--- src/design/lzd_pkg.sv ---
`default_nettype none

package lzd_pkg;

   localparam int WINDOW_DEPTH = 65536;
   localparam int WIN_AW       = $clog2(WINDOW_DEPTH);

   localparam int CSR_IDX_W  = 3;
   localparam int CSR_DATA_W = 17;

   localparam int OUT_DEPTH = 3;
   localparam int OUT_PW    = $clog2(OUT_DEPTH);
   localparam int OUT_CW    = $clog2(OUT_DEPTH + 1);

   typedef enum logic [1:0] {
      OP_BYTE    = 2'd0,
      OP_ADVANCE = 2'd1,
      OP_END     = 2'd2,
      OP_RSVD    = 2'd3
   } lzd_op_type;

   typedef enum logic [1:0] {
      ST_OK     = 2'd0,
      ST_END    = 2'd1,
      ST_TRUNC  = 2'd2,
      ST_REJECT = 2'd3
   } lzd_status_type;

   typedef enum logic [2:0] {
      PH_LIT_LEN1   = 3'd0,
      PH_LIT_LEN2   = 3'd1,
      PH_LITERAL    = 3'd2,
      PH_MATCH_LEN1 = 3'd3,
      PH_MATCH_LEN2 = 3'd4,
      PH_OFF_LOW    = 3'd5,
      PH_OFF_HIGH   = 3'd6,
      PH_COPY       = 3'd7
   } lzd_phase_type;

   typedef enum logic [CSR_IDX_W-1:0] {
      REG_OFFSET_BITS   = 3'd0,
      REG_MAX_LIT_LEN   = 3'd1,
      REG_MAX_MATCH_LEN = 3'd2,
      REG_OFF_ON_ZERO   = 3'd3,
      REG_INVERT_OFF    = 3'd4,
      REG_ABS_BASE      = 3'd5
   } lzd_reg_type;

   // one accepted item as handed from the sequencer to the window stage
   typedef struct packed {
      logic              go;
      logic              is_copy;
      logic              wr_en;
      logic [WIN_AW-1:0] wr_idx;
      logic [WIN_AW-1:0] rd_idx;
      logic [7:0]        lit_byte;
      logic              copy_pending;
      logic [1:0]        status;
   } lzd_cmd_type;

   typedef struct packed {
      logic       out_valid;
      logic [7:0] out_byte;
      logic       copy_pending;
      logic [1:0] status;
   } lzd_rsp_type;

endpackage

`default_nettype wire

--- src/design/lzd_ctrl.sv ---
`default_nettype none

module lzd_ctrl (
   input  logic                           clock,
   input  logic                           reset,
   input  logic                           accept,
   input  logic [1:0]                     opcode,
   input  logic [7:0]                     data_byte,
   input  logic                           csr_wr_en,
   input  logic [lzd_pkg::CSR_IDX_W-1:0]  csr_index,
   input  logic [lzd_pkg::CSR_DATA_W-1:0] csr_wdata,
   output lzd_pkg::lzd_cmd_type           cmd
);

   // configuration
   logic [4:0]  off_bits_ff;
   logic [15:0] max_lit_ff;
   logic [15:0] max_match_ff;
   logic        off_on_zero_ff;
   logic        invert_ff;
   logic [16:0] abs_base_ff;

   // decode state
   lzd_pkg::lzd_phase_type phase_ff, phase_in;
   logic [15:0] run_ff, run_in;
   logic [7:0]  first_ff, first_in;
   logic [7:0]  off_low_ff, off_low_in;
   logic [15:0] wpos_ff, wpos_in;
   logic [15:0] cptr_ff, cptr_in;
   logic        fin_ff, fin_in;

   logic [15:0] mask;
   logic [15:0] len_two;
   logic        lit_hit, match_hit, start;
   logic [15:0] lit_val, match_val, start_off, off_x;
   lzd_pkg::lzd_status_type status;
   logic        wr_en, is_copy;

   always_ff @(posedge clock) begin
      if (reset) begin
         off_bits_ff    <= 5'd8;
         max_lit_ff     <= 16'd255;
         max_match_ff   <= 16'd255;
         off_on_zero_ff <= 1'b0;
         invert_ff      <= 1'b0;
         abs_base_ff    <= 17'h1FFFF;
      end else if (csr_wr_en) begin
         unique case (csr_index)
            lzd_pkg::REG_OFFSET_BITS:   off_bits_ff    <= csr_wdata[4:0];
            lzd_pkg::REG_MAX_LIT_LEN:   max_lit_ff     <= csr_wdata[15:0];
            lzd_pkg::REG_MAX_MATCH_LEN: max_match_ff   <= csr_wdata[15:0];
            lzd_pkg::REG_OFF_ON_ZERO:   off_on_zero_ff <= csr_wdata[0];
            lzd_pkg::REG_INVERT_OFF:    invert_ff      <= csr_wdata[0];
            lzd_pkg::REG_ABS_BASE:      abs_base_ff    <= csr_wdata[16:0];
            default: ;
         endcase
      end
   end

   always_ff @(posedge clock) begin
      if (reset) begin
         phase_ff   <= lzd_pkg::PH_LIT_LEN1;
         run_ff     <= '0;
         first_ff   <= '0;
         off_low_ff <= '0;
         wpos_ff    <= '0;
         cptr_ff    <= '0;
         fin_ff     <= 1'b0;
      end else begin
         phase_ff   <= phase_in;
         run_ff     <= run_in;
         first_ff   <= first_in;
         off_low_ff <= off_low_in;
         wpos_ff    <= wpos_in;
         cptr_ff    <= cptr_in;
         fin_ff     <= fin_in;
      end
   end

   assign mask    = (off_bits_ff > 5'd8) ? 16'hFFFF : 16'h00FF;
   assign len_two = {8'd0, first_ff} + {1'b0, data_byte, 7'd0};

   always_comb begin
      phase_in   = phase_ff;
      run_in     = run_ff;
      first_in   = first_ff;
      off_low_in = off_low_ff;
      wpos_in    = wpos_ff;
      cptr_in    = cptr_ff;
      fin_in     = fin_ff;
      status     = lzd_pkg::ST_OK;
      wr_en      = 1'b0;
      is_copy    = 1'b0;
      lit_hit    = 1'b0;
      lit_val    = {8'd0, data_byte};
      match_hit  = 1'b0;
      match_val  = {8'd0, data_byte};
      start      = 1'b0;
      start_off  = {8'd0, data_byte};
      off_x      = '0;

      if (accept) begin
         priority if (fin_ff || opcode == lzd_pkg::OP_RSVD) begin
            status = lzd_pkg::ST_REJECT;
         end else if (opcode == lzd_pkg::OP_END) begin
            if (phase_ff == lzd_pkg::PH_COPY) begin
               status = lzd_pkg::ST_REJECT;
            end else begin
               status = (phase_ff == lzd_pkg::PH_LIT_LEN1 ||
                         phase_ff == lzd_pkg::PH_MATCH_LEN1) ?
                        lzd_pkg::ST_END : lzd_pkg::ST_TRUNC;
               fin_in = 1'b1;
            end
         end else if (opcode == lzd_pkg::OP_ADVANCE) begin
            if (phase_ff != lzd_pkg::PH_COPY) begin
               status = lzd_pkg::ST_REJECT;
            end else begin
               wr_en   = 1'b1;
               is_copy = 1'b1;
               wpos_in = wpos_ff + 16'd1;
               cptr_in = (cptr_ff + 16'd1) & mask;
               run_in  = run_ff - 16'd1;
               if (run_in == 16'd0)
                  phase_in = lzd_pkg::PH_LIT_LEN1;
            end
         end else begin
            unique case (phase_ff)
               lzd_pkg::PH_LIT_LEN1: begin
                  if (max_lit_ff > 16'd255 && data_byte[7]) begin
                     first_in = data_byte;
                     phase_in = lzd_pkg::PH_LIT_LEN2;
                  end else begin
                     lit_hit = 1'b1;
                  end
               end
               lzd_pkg::PH_LIT_LEN2: begin
                  lit_hit = 1'b1;
                  lit_val = len_two;
               end
               lzd_pkg::PH_LITERAL: begin
                  wr_en   = 1'b1;
                  wpos_in = wpos_ff + 16'd1;
                  run_in  = run_ff - 16'd1;
                  if (run_in == 16'd0)
                     phase_in = lzd_pkg::PH_MATCH_LEN1;
               end
               lzd_pkg::PH_MATCH_LEN1: begin
                  if (max_match_ff > 16'd255 && data_byte[7]) begin
                     first_in = data_byte;
                     phase_in = lzd_pkg::PH_MATCH_LEN2;
                  end else begin
                     match_hit = 1'b1;
                  end
               end
               lzd_pkg::PH_MATCH_LEN2: begin
                  match_hit = 1'b1;
                  match_val = len_two;
               end
               lzd_pkg::PH_OFF_LOW: begin
                  if (off_bits_ff > 5'd8) begin
                     off_low_in = data_byte;
                     phase_in   = lzd_pkg::PH_OFF_HIGH;
                  end else begin
                     start = 1'b1;
                  end
               end
               lzd_pkg::PH_OFF_HIGH: begin
                  start     = 1'b1;
                  start_off = {data_byte, off_low_ff};
               end
               lzd_pkg::PH_COPY: begin
                  status = lzd_pkg::ST_REJECT;
               end
               default: status = lzd_pkg::ST_REJECT;
            endcase
         end

         if (lit_hit) begin
            run_in   = lit_val;
            phase_in = (lit_val != 16'd0) ? lzd_pkg::PH_LITERAL : lzd_pkg::PH_MATCH_LEN1;
         end

         if (match_hit) begin
            run_in = match_val;
            if (match_val == 16'd0 && !off_on_zero_ff) begin
               phase_in = lzd_pkg::PH_LIT_LEN1;
            end else if (off_bits_ff != 5'd0) begin
               phase_in = lzd_pkg::PH_OFF_LOW;
            end else begin
               start     = 1'b1;
               start_off = '0;
            end
         end

         if (start) begin
            off_x = invert_ff ? (start_off ^ mask) : start_off;
            // relative: offset 0 points at the byte just written
            if (abs_base_ff[16])
               cptr_in = (wpos_ff - off_x - 16'd1) & mask;
            else
               cptr_in = (off_x - abs_base_ff[15:0]) & mask;
            phase_in = (run_in != 16'd0) ? lzd_pkg::PH_COPY : lzd_pkg::PH_LIT_LEN1;
         end
      end
   end

   always_comb begin
      cmd.go           = accept;
      cmd.is_copy      = is_copy;
      cmd.wr_en        = wr_en;
      cmd.wr_idx       = wpos_ff & mask;
      cmd.rd_idx       = cptr_ff & mask;
      cmd.lit_byte     = data_byte;
      cmd.copy_pending = (phase_in == lzd_pkg::PH_COPY) && (status == lzd_pkg::ST_OK);
      cmd.status       = status;
   end

endmodule

`default_nettype wire

--- config.mk ---
export PLATFORM = sky130hd
export DESIGN_NAME = lzd_ctrl
export DESIGN_NICKNAME = d
export VERILOG_FILES = /design/src/design/lzd_pkg.sv /design/src/design/lzd_ctrl.sv
export SDC_FILE = /design/constraint.sdc
export NUM_CORES = 1
export LEC_CHECK = 0
export BUFFER_PORTS_ARGS = -buffer_cell sky130_fd_sc_hd__buf_2
export CORE_MARGIN = 3
export CORE_UTILIZATION = 60
export CTS_CLUSTER_DIAMETER = 50
export DETAILED_ROUTE_END_ITERATION = 8
export GPL_TIMING_DRIVEN = 0
export PLACE_DENSITY = 0.8
export SLEW_MARGIN = 25
export SYNTH_ARGS = -nofsm -noshare
export SYNTH_HDL_FRONTEND = slang
export SYNTH_SLANG_ARGS = --single-unit
--- constraint.sdc ---
create_clock -name clock -period 7.4 [get_ports clock]
set_clock_uncertainty 0.1 [all_clocks]
set_input_delay 0.74 -clock clock [delete_from_list [all_inputs] [get_ports clock]]
set_output_delay 0.74 -clock clock [all_outputs]
set_load 0.01 [all_outputs]
==> results_dict.tcl <==
set metrics [dict create \
    startpoint_type "input port" \
    fmax_mhz 153 \
    root_buffer "clkbuf_16" \
    topRoutingLayerUsed "met4" \
    ant_nets 0 \
    diodes 0 \
    layout.cells.non_filler 1470 \
    synth-async-reset-ratio_pct 0 \
    drive_above_1_share_pct 12.5 \
    drv_cap 0 \
    io_buffers 73 \
    routed-wl-met2_mm 11.8 \
    via_per_inst 6.15 \
    r2r_cells 21 \
    power_density_mw_per_mm2 151 \
    cts_sinks 108 \
    path_class "input port to register" \
    slew_viol_final 0 \
    min_to "max_match_ff[10]" \
    track_usage_pct 31.2 \
    grt_first_pass_wirelength_mm 40.9 \
    initial_utilization_pct 62.2 \
    postSynthCellCount 1201 \
    worstMarginPinSlew_ns 0.924 \
    num_vias 9044 \
    syn-mean-instance-area_um2 7.27 \
    grt_antenna_before_repair 0 \
    critPathArrivalTime_ns 6.70 \
    endpoint_kind "register" \
    met1_length_mm 10.6 \
    final_common_cell "nand2_1" \
    setup_viol 0 \
    hold-path-cell-count 2 \
    nets 1359 \
    dpl.hpwl_mm 19.8 \
    wl_per_cell_um 17.5 \
    dieArea_mm2 0.0160 \
    dr.pass1.iters 6 \
    ioPinCount 80 \
    ir_worst_vdd_mv 0.170 \
    critPathMaxFanout 10 \
    rows 43 \
    gp_routability_congestion 0.970 \
    synth_flop_cell "dfxtp_1" \
    r2r_slack_ns 1.12 \
    layout_common_cells "158 x nand2_1, 126 x nor2_1, 108 x dfxtp_1, 84 x buf_2, 84 x a21oi_1" \
    min-delay-start "max_match_ff[10]" \
    cts_tree "built" \
    drc 0 \
    cts_resized 0 \
    ys_warn_count 0 \
    grt_max_degree 21 \
    grt-ovfl-total 0 \
    rsz0062_at_grt "false" \
    syn_area_mm2 0.00873 \
    syn_nets 1275 \
    h-tree-depth 3 \
    worstReg2RegStart "first_ff[7]" \
    die_y_um 127 \
    grt_pass1_vias 8180 \
    wl_met3_mm 2.02 \
    clk_path_buf_depth 2 \
    clock_latency_ns 0.37 \
    post-route-period-util_pct 88.5 \
    power.leakage_nw 4.24 \
    synth-seq-cells 108 \
    hold_path.class "register to register" \
    routed_wl_mm 25.7 \
    synth_edf_count 0 \
    fin_setup_tns_ns 0 \
    ys_seq_area_share_pct 24.8 \
    drtIter0Drc 859 \
    r2r-end "cptr_ff[13]" \
    clk_pin_slew_ns 0.08 \
    hold_buffers 0 \
    status "complete, no violations" \
    die_w_um 127 \
    cts_setup_buffers 0 \
    crit_required_ns 7.55 \
    areaGrowthSynthToFinish_pct 10.3 \
    min_period_ns 6.55 \
    ys_types 82 \
    dp_cells 1454 \
    core_area_mm2 0.0140 \
    finalHoldViolCount 0 \
    slew_headroom_pct 36.8 \
    cts_made_buffers 9 \
]
==> report_power, final <==
group	total [W]	switching, W	internal [W]
sequential	0.000611	0.0000142	0.000597
clock	0.000506	0.000257	0.000248
combinational	0.000334	0.000210	0.000124
==> worst max-delay path: stages <==
cell and delay (ns):
buf_2 0.18, ha_1 0.26, ha_1 0.33, or4_1 0.47, o21ai_0 0.14, o211ai_1 0.23
o2111a_2 0.36, or2_4 0.29, buf_8 0.15, a21oi_1 0.17, xnor2_1 0.24, ha_1 0.30
nor2b_1 0.12, o21ai_0 0.22, a21oi_1 0.12, a2111oi_0 0.81, nor2_1 0.19, a211oi_1 0.42
a41oi_1 0.21, or3_1 0.34, a21boi_0 0.27, o31ai_1 0.12
==> cell type report <==
class	count	area (um2)
flip-flops and latches	108	2160
inverters	49	184
multi-input cells	941	5870
clock buffers	10	239
fillers	1269	4410
clock inverters	6	65.1
repair buffers	73	365
plain buffers	103	524
well taps	180	225
==> how the worst max path moves through the flow <==
stage | from | end | depth (start not counted)
after floorplan | opcode[0] | cptr_ff[9] | 23
after global placement | data_byte[0] | cptr_ff[13] | 22
after detailed placement | data_byte[0] | cptr_ff[13] | 22
after CTS | data_byte[0] | cptr_ff[13] | 22
after global routing | data_byte[0] | cptr_ff[13] | 22
final | data_byte[0] | cptr_ff[13] | 22
==> cells by family (layout without fill, tap and decap cells) <==
logic type	count (synthesis)	count (layout)	synth area share, %
adders and majority gates	40	40	5.90
AOI/OAI and AO/OA	276	276	20.9
muxes	32	32	3.83
buffers and inverters	152	241	8.11
and+or+nand+nor	525	525	29.7
xor gates and xnor gates	68	68	6.82
DFF	108	108	24.8
==> through the flow <==
stage	hold slack (ns)	instance area [um2]	setup slack, ns	util [%]	total power [W]
5_1_grt	0.378	9630	0.497	68.6	0.00151
4_1_cts	0.356	9630	1.00	68.6	0.00144
6_report	0.356	9630	0.848	68.6	0.00145
3_3_place_gp	0.341	9320	0.596	66.4	0.000943
2_1_floorplan	0.329	8730	1.54	-	0.000858
3_5_place_dp	0.344	9330	0.628	66.4	0.000949
==> state kept, by name (all words and copies together), names as in the netlist <==
register and count:
max_match_ff 8, off_low_ff 8, off_on_zero_ff 1, first_ff 8
run_ff 16, abs_base_ff 17, off_bits_ff 5, fin_ff 1
phase_ff 3, cptr_ff 16, wpos_ff 16, invert_ff 1
max_lit_ff 8
==> synth_stat cells, drive strengths merged, types with 31 or more instances <==
master  instances  area share (%)
a21oi          85             4.9
xor2           36             3.6
dfxtp         108              25
mux2i          31             3.7
nor3           37             2.1
o21ai          50             2.9
xnor2          32             3.2
inv            49             2.1
nor2          128             5.6
nand3          35             2.0
clkbuf         58             2.5
nand2         158             6.8
ha             38             5.4
buf            45             3.5
==> per-layer routing <==
metal / global-route usage (%) / up-vias
met5: 0 / -
met4: 14.8 / 0
met3: 5.35 / 102
met2: 51.7 / 416
met1: 39.6 / 4129
li1: - / 4397
No activity file was read; power rests on OpenSTA's default activity.
