--- config.mk ---
export PLATFORM = sky130hd
export DESIGN_NAME = lzd_out_fifo
export DESIGN_NICKNAME = d
export VERILOG_FILES = /design/src/design/lzd_pkg.sv /design/src/design/lzd_out_fifo.sv
export SDC_FILE = /design/constraint.sdc
export NUM_CORES = 1
export LEC_CHECK = 0
export BUFFER_PORTS_ARGS = -buffer_cell sky130_fd_sc_hd__buf_2
export CAP_MARGIN = 5
export CORE_ASPECT_RATIO = 1.2
export CORE_MARGIN = 2
export CORE_UTILIZATION = 50
export CTS_BUF_LIST = sky130_fd_sc_hd__clkbuf_4 sky130_fd_sc_hd__clkbuf_8 sky130_fd_sc_hd__clkbuf_16
export DETAILED_ROUTE_END_ITERATION = 12
export PLACE_DENSITY_LB_ADDON = 0.25
export SYNTH_ARGS = -nofsm -noshare
export SYNTH_HDL_FRONTEND = slang
export SYNTH_SLANG_ARGS = --single-unit
--- constraint.sdc ---
create_clock -name clock -period 1.8 [get_ports clock]
set_input_delay 0.27 -clock clock [delete_from_list [all_inputs] [get_ports clock]]
set_output_delay 0.27 -clock clock [all_outputs]
set_load 0.02 [all_outputs]
--- src/design/lzd_pkg.sv ---
`default_nettype none

package lzd_pkg;

   localparam int WINDOW_DEPTH = 65536;
   localparam int WIN_AW       = $clog2(WINDOW_DEPTH);

   localparam int CSR_IDX_W  = 3;
   localparam int CSR_DATA_W = 17;

   localparam int OUT_DEPTH = 3;
   localparam int OUT_PW    = $clog2(OUT_DEPTH);
   localparam int OUT_CW    = $clog2(OUT_DEPTH + 1);

   typedef enum logic [1:0] {
      OP_BYTE    = 2'd0,
      OP_ADVANCE = 2'd1,
      OP_END     = 2'd2,
      OP_RSVD    = 2'd3
   } lzd_op_type;

   typedef enum logic [1:0] {
      ST_OK     = 2'd0,
      ST_END    = 2'd1,
      ST_TRUNC  = 2'd2,
      ST_REJECT = 2'd3
   } lzd_status_type;

   typedef enum logic [2:0] {
      PH_LIT_LEN1   = 3'd0,
      PH_LIT_LEN2   = 3'd1,
      PH_LITERAL    = 3'd2,
      PH_MATCH_LEN1 = 3'd3,
      PH_MATCH_LEN2 = 3'd4,
      PH_OFF_LOW    = 3'd5,
      PH_OFF_HIGH   = 3'd6,
      PH_COPY       = 3'd7
   } lzd_phase_type;

   typedef enum logic [CSR_IDX_W-1:0] {
      REG_OFFSET_BITS   = 3'd0,
      REG_MAX_LIT_LEN   = 3'd1,
      REG_MAX_MATCH_LEN = 3'd2,
      REG_OFF_ON_ZERO   = 3'd3,
      REG_INVERT_OFF    = 3'd4,
      REG_ABS_BASE      = 3'd5
   } lzd_reg_type;

   // one accepted item as handed from the sequencer to the window stage
   typedef struct packed {
      logic              go;
      logic              is_copy;
      logic              wr_en;
      logic [WIN_AW-1:0] wr_idx;
      logic [WIN_AW-1:0] rd_idx;
      logic [7:0]        lit_byte;
      logic              copy_pending;
      logic [1:0]        status;
   } lzd_cmd_type;

   typedef struct packed {
      logic       out_valid;
      logic [7:0] out_byte;
      logic       copy_pending;
      logic [1:0] status;
   } lzd_rsp_type;

endpackage

`default_nettype wire

--- src/design/lzd_out_fifo.sv ---
`default_nettype none

module lzd_out_fifo (
   input  logic                        clock,
   input  logic                        reset,
   input  logic                        push,
   input  lzd_pkg::lzd_rsp_type        push_data,
   input  logic                        pop,
   output logic                        head_valid,
   output lzd_pkg::lzd_rsp_type        head_data,
   output logic [lzd_pkg::OUT_CW-1:0]  count
);

   lzd_pkg::lzd_rsp_type slot_ff [lzd_pkg::OUT_DEPTH];

   logic [lzd_pkg::OUT_PW-1:0] wr_ptr_ff, wr_ptr_in;
   logic [lzd_pkg::OUT_PW-1:0] rd_ptr_ff, rd_ptr_in;
   logic [lzd_pkg::OUT_CW-1:0] count_ff, count_in;

   function automatic logic [lzd_pkg::OUT_PW-1:0] ptr_next(
      input logic [lzd_pkg::OUT_PW-1:0] p
   );
      return (p == lzd_pkg::OUT_PW'(lzd_pkg::OUT_DEPTH - 1)) ? '0 : p + 1'b1;
   endfunction

   always_comb begin
      wr_ptr_in = push ? ptr_next(wr_ptr_ff) : wr_ptr_ff;
      rd_ptr_in = pop  ? ptr_next(rd_ptr_ff) : rd_ptr_ff;
      count_in  = count_ff + lzd_pkg::OUT_CW'(push) - lzd_pkg::OUT_CW'(pop);
   end

   always_ff @(posedge clock) begin
      if (reset) begin
         wr_ptr_ff <= '0;
         rd_ptr_ff <= '0;
         count_ff  <= '0;
      end else begin
         wr_ptr_ff <= wr_ptr_in;
         rd_ptr_ff <= rd_ptr_in;
         count_ff  <= count_in;
      end
   end

   always_ff @(posedge clock) begin
      if (push)
         slot_ff[wr_ptr_ff] <= push_data;
   end

   assign head_valid = (count_ff != '0);
   assign head_data  = slot_ff[rd_ptr_ff];
   assign count      = count_ff;

endmodule

`default_nettype wire

==> summary.txt, run 1 <==
CTS
  • Clock-pin slew on the worst setup and hold paths: 110 ps
  • Post-CTS Resized: 0
  • Setup Buffers After CTS: 0
  • Root Driver: clkbuf_4
  • H-tree Lvls: 2
  • Clock Path Buffers: 2
  • Sink Count: 44
  • TritonCTS clock tree: done
  • Cts bufs inserted: 5
  • Cts hold-fix bufs: 0
  • Clk_lat worst skew: 340 ps

Flow run
  • Max-cap violation count: 0

Detailed routing
  • Average wire per standard cell: 13.41 µm
  • Uppermost routed layer: met4
  • Via Count: 920
  • Antenna Nets Post-Route: 0
  • Met3 routed WL: 195 µm
  • Vias per cell: 5.083
  • Met1 wire length: 951 µm
  • Post-route DRC violation count: 0
  • Starting DRC count in detailed routing: 33
  • Drt total wl: 2427 µm
  • Met2 WL: 1221 µm
  • First drt pass iteration count: 4

Yosys
  • Seq cells post-synth: 44
  • Post-Syn Instances: 106
  • Syn Nets: 124
  • Yosys warning count: 0
  • Post-synthesis sequential area ratio: 0.7492
  • Yosys cell types: 19
  • Mapped Area: 1657 µm²
  • Syn Area/Cell: 15.63 µm²

Floorplanning
  • Die Ht: 67.06 µm
  • Die Wd: 56.55 µm
  • Die area: 3792 µm²
  • Core ar.: 3110 µm²
  • Starting Density: 0.5326
  • Cell Rows: 22
  • I/O Pins: 31

Placed design
  • Setup slack at placement: 517.8 ps
  • GPL Wtd Cong: 0.6569
  • Port Buf Inserts: 30
  • Detailed placement HPWL: 1681 µm

Setup path
  • Worst EP required: 1530 ps
  • R2R cell count: 2
  • Startpoint Class: register
  • Crit path DAT: 1360 ps
  • Critical path class: reg -> out
  • CP Capture Type: output port
  • Worst Path Max Fanout: 12

Final layout
  • Fillers: 250
  • N_diodes: 0
  • Share of layout cells above drive strength 1: 0.3034
  • Layout area overhead: 16.31%
  • NumNets Final: 162

STA
  • Period minus WS final: 1627 ps
  • Maximum clock frequency: 614.8 MHz
  • Final Setup Violations: 0
  • Final hold violations: 0
  • Worst-Margin Slew: 475.6 ps
  • Setup TNS: 0 ps
  • Final period util: 0.9037
  • RSZ-0062 raised after global routing: no
  • Slew headroom: 0.6826
  • Hold slack: 116.3 ps
  • Final worst slack: 173.4 ps
  • Slew Limit Fails: 0
  • Worst Skew: 7.781 ps

Global routing
  • Initial antenna violation count: 0
  • Largest net degree at the start of global routing: 25
  • Gr ovfl total: 0
  • Number of global-route vias before repair: 898
  • First-pass GRT wire length: 4126 µm
  • Tot GR Track Use: 0.1549

Worst hold path
  • Min-delay worst type: in -> reg
  • Worst hold path cell count: 1

Run status
  • Outcome: finished, final reports clean

Power and ir drop
  • Max VDD drop: 734.2 µV
  • Static leakage: 0.7349 nW
  • Power density cells: 1014 nW/µm²
[cells by family (layout without fill, tap and decap cells)]
group | after synthesis | after routing | synth area share
flip-flops | 44 | 44 | 0.7492
adder cells (fa/ha/maj) | 2 | 2 | 0.01510
AO/OA/AOI/OAI | 16 | 16 | 0.05136
buffers and inverters | 6 | 45 | 0.01964
multiplexers | 12 | 12 | 0.07251
XOR/XNOR | 1 | 1 | 0.01359
AND/OR/NAND/NOR | 25 | 25 | 0.07855
[path summary, 6_finish.rpt]
check / from / to / slack (ps)
max: register / head_data[5] / 170
min: push_data[5] / slot_ff[0][5] / 120
max reg2reg: wr_ptr_ff[1] / slot_ff[1][3] / 540
min reg2reg: rd_ptr_ff[1] / rd_ptr_ff[1] / 500
[synthesized netlist by cell type]
cell | count | area, µm²
a21oi_1 | 3 | 15.01
buf_2 | 2 | 10.01
buf_6 | 1 | 11.26
dfxtp_1 | 8 | 160.2
edfxtp_1 | 36 | 1081
ha_1 | 2 | 25.02
inv_1 | 3 | 11.26
mux2i_1 | 12 | 120.1
nand2_1 | 13 | 48.80
nand2b_1 | 3 | 18.77
nand3b_1 | 2 | 15.01
nor2_1 | 2 | 7.510
nor2b_1 | 2 | 12.51
nor3b_2 | 1 | 12.51
o21ai_1 | 12 | 60.06
o21ba_1 | 1 | 10.01
or2_2 | 1 | 6.260
or3b_1 | 1 | 8.760
xnor3_1 | 1 | 22.52
[routing by layer]
metal | GRT usage | vias up
met3 | 0.07184 | 6
met1 | 0.1628 | 423
met5 | 0 | -
met2 | 0.2544 | 27
met4 | 0.08929 | 0
li1 | - | 464
[cell type report]
class	count	area, µm²	area share
sequential	44	1241	0.6442
multi-input combinational	56	382.9	0.1987
timing repair buffer	34	180.2	0.09351
clock buffer	8	66.31	0.03442
tap	36	45.04	0.02338
inverter	3	11.26	0.005844
[through the flow]
| stage | area, µm² | utilization | power [mW] | std cells |
|---|---|---|---|---|
| finish | 1927 | 0.6195 | 1.953 | 181 |
| global placement | 1861 | 0.5982 | 1.473 | 173 |
| detailed placement | 1861 | 0.5982 | 1.488 | 173 |
| CTS | 1927 | 0.6195 | 1.980 | 181 |
| floorplan | 1657 | - | 1.384 | 106 |
| global route | 1927 | 0.6195 | 2.055 | 181 |
[cell usage in the layout, fill, tap and decap left out, drive strengths merged]
master / netlist / final
o21ba: 1 / 1
or3b: 1 / 1
inv: 3 / 3
buf: 3 / 34
mux2i: 12 / 12
o21ai: 12 / 12
edfxtp: 36 / 36
nand3b: 2 / 2
or2: 1 / 1
xnor3: 1 / 1
nand2b: 3 / 3
nor2b: 2 / 2
nor2: 2 / 2
nor3b: 1 / 1
ha: 2 / 2
a21oi: 3 / 3
nand2: 13 / 13
clkbuf: 0 / 8
dfxtp: 8 / 8
[registers in the layout (all words and copies together) (netlist names), named ones only]
register,flops
rd_ptr_ff,2
slot_ff,36
count,2
wr_ptr_ff,2
[worst max-delay path, cell delays in order (launching register included)]
cell	delay, ps
dfxtp_1	320
buf_4	230
mux2i_1	240
o21ai_1	70
buf_2	160
[power breakdown]
group	internal, mW	total (mW)	switching, mW
registers	1.16	1.18	0.0213
clock network	0.223	0.496	0.272
logic	0.117	0.280	0.162
No activity file was read; power rests on OpenSTA's default activity.
==> run 2: changes to the inputs <==
Settings changed: CORE_UTILIZATION 50 to 38.
==> run 2 against run 1 <==
Against the previous run:
- sequential share of layout area decreased by 1.8 points
- utilization decreased by 15 points
- clock-buffer cell count decreased by 1
- global-route usage decreased by 4.0 points
- routed wire length increased by 3.6%
- critical endpoint is now head_data[3]
==> summary.txt, run 2 (synthesis results as in run 1) <==
STA
  • Period minus WS final: 1554 ps (-72.46 ps)
  • Slew headroom: 0.6582 (-0.02438)
  • Hold slack: 173.1 ps (+56.75 ps)
  • Worst-Margin Slew: 512.1 ps (+36.53 ps)
  • Worst Skew: 7.553 ps (-0.2277 ps)
  • Slew Limit Fails: 0 (unchanged)
  • Setup TNS: 0 ps (unchanged)
  • Maximum clock frequency: 643.4 MHz (+4.7%)
  • Final Setup Violations: 0 (unchanged)
  • Final period util: 0.8634 (-0.04026)
  • Final worst slack: 245.9 ps (+72.46 ps)
  • Final hold violations: 0 (unchanged)
  • RSZ-0062 raised after global routing: no

Final layout
  • Commonest non-fill, non-tap cell in the layout: edfxtp_1
  • N_diodes: 0 (unchanged)
  • Final cell count without fillers: 201 (+11%)
  • Most frequent cells in the layout: edfxtp_1 (36), buf_2 (30), nand2_1 (13)
  • NumNets Final: 162 (unchanged)
  • Share of layout cells above drive strength 1: 0.3034 (unchanged)
  • Max FFs per register: 36 (unchanged)
  • Register name with the most flops: slot_ff
  • Layout area overhead: 19.64%

Run status
  • Outcome: finished, final reports clean

Global routing
  • Initial antenna violation count: 0 (unchanged)
  • Largest net degree at the start of global routing: 25 (unchanged)
  • First-pass GRT wire length: 4195 µm (+1.7%)
  • Number of global-route vias before repair: 928 (+3.3%)
  • Met1 GRT Util: 0.1344 (-0.02837)
  • Tot GR Track Use: 0.1147 (-0.04010)
  • Gr ovfl total: 0 (unchanged)
  • Most Crowded Layer GR: met2
  • Met3 Use GR: 0.03397 (-0.03787)
  • Met2 GRT Util: 0.1792 (-0.07519)

Detailed routing
  • Vias per cell: 4.512 (-11%)
  • Average wire per standard cell: 12.51 µm (-6.7%)
  • Starting DRC count in detailed routing: 31 (-6.1%)
  • First drt pass iteration count: 4 (unchanged)
  • Via Count: 907 (-1.4%)
  • Antenna Nets Post-Route: 0 (unchanged)
  • Post-route DRC violation count: 0 (unchanged)
  • Drt total wl: 2515 µm (+3.6%)

Floorplanning
  • Die area: 4906 µm² (+29%)
  • Die Ht: 76.33 µm (+14%)
  • Core ar.: 4229 µm² (+36%)
  • I/O Pins: 31 (unchanged)
  • Cell Rows: 26 (+18%)
  • Starting Density: 0.3917 (-0.1409)
  • Die Wd: 64.28 µm (+14%)

Placed design
  • Port Buf Inserts: 30 (unchanged)
  • Placed cells: 193 (+12%)
  • Detailed placement HPWL: 1676 µm (-0.30%)
  • GPL Wtd Cong: 0.6720 (+2.3%)
  • Setup slack at placement: 493.9 ps (-23.95 ps)

Setup path
  • Startpoint Class: register
  • Critical path class: reg -> out
  • Worst EP required: 1530 ps (about the same)
  • Crit path DAT: 1280 ps (-80 ps)
  • Worst Path Max Fanout: 12 (unchanged)
  • Reg2reg setup slack: 520 ps (-20 ps)
  • CP Capture Type: output port

Flow run
  • Max-cap violation count: 0 (unchanged)

CTS
  • Setup Buffers After CTS: 0 (unchanged)
  • Cts hold-fix bufs: 0 (unchanged)
  • Clock Path Buffers: 2 (unchanged)
  • Post-CTS Resized: 0 (unchanged)
  • H-tree Lvls: 2 (unchanged)
  • Cts bufs inserted: 5 (unchanged)
  • Clk_lat worst skew: 290 ps (-50 ps)
  • Clock-pin slew on the worst setup and hold paths: 80 ps (-30 ps)
  • Sink Count: 44 (unchanged)
  • TritonCTS clock tree: done
  • Root Driver: clkbuf_8

Power and ir drop
  • Power density cells: 1056 nW/µm² (+4.2%)
  • Max VDD drop: 444.3 µV (-39%)
  • Static leakage: 0.7477 nW (+1.7%)
  • Overall Power: 2.093 mW (+7.1%)

Worst hold path
  • Min-delay worst type: in -> reg
==> run 2: power by group <==
part           switching [mW]  internal, mW  total, mW
Combinational           0.160         0.117      0.277
Clock                   0.310         0.328      0.637
Sequential             0.0215          1.16       1.18
Total                   0.492          1.60       2.09
==> run 2: area by class of cell <==
class	count	area, µm²
flip-flops and latches	44	1241
multi-input cells	56	382.9
repair buffers	34	180.2
inverters	3	11.26
well taps	56	70.07
clock inverters	1	6.256
fillers	401	2247
clock buffers	7	90.09
==> run 2: stage by stage <==
stage / area (µm²) / util
after floorplan: 1657 / -
after CTS: 1982 / 0.4686
after global routing: 1982 / 0.4686
after global placement: 1886 / 0.4459
after detailed placement: 1886 / 0.4459
final: 1982 / 0.4686
==> run 2: path summary, 6_finish.rpt <==
check | start | to | depth (start not counted)
setup / recovery | register | head_data[3] | 4
hold / removal | push_data[8] | slot_ff[0][8] | 1
setup reg to reg | wr_ptr_ff[1] | slot_ff[1][0] | 2
hold reg to reg | rd_ptr_ff[1] | rd_ptr_ff[1] | 2
==> run 2: critical path, cell delays in order, from the launching register on <==
cell and delay [ps]:
dfxtp_1 310, buf_4 230, mux2i_1 220, o21ai_1 70, buf_2 160
==> run 2: metal layers <==
metal,share of wire,vias to the layer above,routed length [µm]
li1,-,462,-
met1,0.43,413,1083
met5,0,-,0
met3,0.059,7,148
met2,0.48,25,1216
met4,0.027,0,67
==> run 3: changes to the inputs <==
Settings changed: CAP_MARGIN 5 to default, REMOVE_ABC_BUFFERS from default to 1.
==> run 3 against run 2 <==
Against the previous run:
- register-to-register slack about the same
- clock skew down 2.9 ps
- via count up 3.6%
- routed wire length up 8.4%
- final area down 0.69%
- total power down 2.8%
- sequential cell count unchanged
- die area unchanged
- first-iteration DRC count up 19%
- cell count unchanged
- worst hold slack better by 6.5 ps
- largest cell class unchanged
==> summary.txt, run 3 (synthesis results as in run 1) <==
Run status
  • Outcome: finished, final reports clean

Global routing
  • Number of global-route vias before repair: 911 (-1.8%)
  • First-pass GRT wire length: 4450 µm (+6.1%)
  • Tot GR Track Use: 0.1239 (+0.009159)
  • Largest net degree at the start of global routing: 25 (unchanged)
  • Gr ovfl total: 0 (unchanged)
  • Initial antenna violation count: 0 (unchanged)

Detailed routing
  • Vias per cell: 4.677 (+3.6%)
  • Starting DRC count in detailed routing: 37 (+19%)
  • Antenna Nets Post-Route: 0 (unchanged)
  • Average wire per standard cell: 13.57 µm (+8.4%)
  • Via Count: 940 (+3.6%)
  • Drt total wl: 2727 µm (+8.4%)
  • Post-route DRC violation count: 0 (unchanged)
  • First drt pass iteration count: 4 (unchanged)

CTS
  • Cts hold-fix bufs: 0 (unchanged)
  • TritonCTS clock tree: done
  • Cts bufs inserted: 5 (unchanged)
  • Sink Count: 44 (unchanged)
  • H-tree Lvls: 2 (unchanged)
  • Post-CTS Resized: 0 (unchanged)
  • Clock-pin slew on the worst setup and hold paths: 80 ps (about the same)
  • Clock Path Buffers: 2 (unchanged)
  • Root Driver: clkbuf_8
  • Clk_lat worst skew: 290 ps (about the same)
  • Setup Buffers After CTS: 0 (unchanged)

STA
  • Setup TNS: 0 ps (unchanged)
  • Final Setup Violations: 0 (unchanged)
  • Final period util: 0.8904 (+0.02697)
  • Period minus WS final: 1603 ps (+48.55 ps)
  • Maximum clock frequency: 623.9 MHz (-3.0%)
  • Slew headroom: 0.6470 (-0.01124)
  • Worst Skew: 4.632 ps (-2.921 ps)
  • Final hold violations: 0 (unchanged)
  • Worst-Margin Slew: 529.0 ps (+16.85 ps)
  • RSZ-0062 raised after global routing: no
  • Slew Limit Fails: 0 (unchanged)

Setup path
  • Slowest stage cell, crit path: dfxtp_1
  • R2R cell count: 2 (unchanged)
  • Reg2reg setup slack: 510 ps (about the same)
  • Worst Path Max Fanout: 12 (unchanged)
  • Startpoint Class: register
  • Worst path bufs/invs: 2 (unchanged)
  • Worst R2R Start: wr_ptr_ff[1]
  • Max stage delay on crit path: 310 ps (about the same)
  • CP delay by family, top: buffers and inverters
  • Critical path, cell by cell: buf_4 -> mux2i_1 -> o21ai_1 -> buf_2
  • Worst EP required: 1530 ps (about the same)
  • CP Capture Type: output port
  • Crit path DAT: 1330 ps (+50 ps)
  • RR Endpoint: slot_ff[1][1]
  • Critical path class: reg -> out

Power and ir drop
  • Static leakage: 0.7409 nW (-0.92%)
  • NetSw: 498.2 µW (+1.4%)
  • Sw Share: 0.2448 (+0.009965)
  • Clock power share: 0.283 (-0.021)
  • Overall Power: 2.035 mW (-2.8%)
  • Power density cells: 1034 nW/µm² (-2.1%)
  • Seq pwr share: 0.578 (+0.015)
  • Comb pwr share: 0.138 (+0.006)
  • Pint: 1.537 mW (-4.0%)
  • Max VDD drop: 397.5 µV (-11%)

Floorplanning
  • I/O Pins: 31 (unchanged)
  • Die Wd: 64.28 µm (unchanged)
  • Core ar.: 4229 µm² (unchanged)
  • Die area: 4906 µm² (unchanged)
  • Die Ht: 76.33 µm (unchanged)
  • Starting Density: 0.3917 (unchanged)
  • Cell Rows: 26 (unchanged)

Final layout
  • NumNets Final: 162 (unchanged)
  • N_diodes: 0 (unchanged)
  • Fillers: 389 (-3.0%)
  • Most frequent cells in the layout: edfxtp_1 (36), buf_2 (30), nand2_1 (13)
  • Register name with the most flops: slot_ff
  • Commonest non-fill, non-tap cell in the layout: edfxtp_1
  • Layout area overhead: 18.81%
  • Max FFs per register: 36 (unchanged)
  • Share of layout cells above drive strength 1: 0.2966 (-0.006897)

Placed design
  • Detailed placement HPWL: 1792 µm (+7.0%)
  • GPL Wtd Cong: 0.6758 (+0.57%)
  • Port Buf Inserts: 30 (unchanged)

Worst hold path
  • Worst Hold Path EP: slot_ff[1][0]
  • Worst hold path cell count: 1 (unchanged)
  • Min-delay worst type: in -> reg
  • Hold wc startpoint: push_data[0]

Flow run
  • Max-cap violation count: 0 (unchanged)
run 3: cell count changes in the layout (fill, tap and decap cells not counted):
cell	change
clkinv_1	+1
clkbuf_4	-1
clkinv_2	+2
clkbuf_8	-1
inv_4	-1
run 3: area by class of cell:
cell class	instances	area (µm²)	share of cell area
timing repair buffer	34	180.2	0.09154
clock buffer	5	68.82	0.03496
clock inverter	3	13.76	0.006993
tap	56	70.07	0.03560
sequential	44	1241	0.6306
inverter	3	11.26	0.005722
multi-input combinational	56	382.9	0.1945
run 3: power groups by stage:
stage	Combinational (mW)	Clock [mW]	Sequential, mW
floorplan	0.157	0	1.22
global placement	0.279	0	1.20
detailed placement	0.287	0	1.20
CTS	0.287	0.595	1.18
global route	0.308	0.641	1.18
finish	0.282	0.576	1.18
run 3: worst max path at each step:
stage          slack [ps]  startpoint  depth (start not counted)             to
3_3_place_gp          510        push                          3  slot_ff[1][4]
5_1_grt               110    register                          4   head_data[9]
2_1_floorplan         400    register                          2   head_data[0]
6_report              200    register                          4   head_data[9]
4_1_cts               190    register                          4   head_data[2]
3_5_place_dp          500        push                          3  slot_ff[1][4]
run 3: layer usage:
| metal | track usage | wire length (µm) | vias to the layer above | share of wire |
|---|---|---|---|---|
| met5 | 0 | 0 | - | 0 |
| met4 | 0.06383 | 55 | 0 | 0.020 |
| met3 | 0.05022 | 147 | 5 | 0.054 |
| met2 | 0.2010 | 1386 | 22 | 0.51 |
| met1 | 0.1388 | 1137 | 454 | 0.42 |
| li1 | - | - | 459 | - |
run 3: worst reg2reg max path: cells and delay by family (launching register included):
| kind | cells | cell delay [ps] |
|---|---|---|
| buffers and inverters | 1 | 410 |
| DFF | 1 | 340 |
| and+or+nand+nor | 1 | 180 |
run 3: metrics by stage:
stage / cell area, µm² / hold slack, ps / utilization / worst slack, ps / std cells
after floorplan: 1635 / 339.1 / - / 399.4 / 103
after global placement: 1886 / 470.3 / 0.4459 / 506.3 / 193
after detailed placement: 1886 / 480.4 / 0.4459 / 502.1 / 193
after CTS: 1968 / 168.2 / 0.4654 / 186.4 / 201
after global routing: 1968 / 161.5 / 0.4654 / 111.0 / 201
final: 1968 / 179.6 / 0.4654 / 197.3 / 201
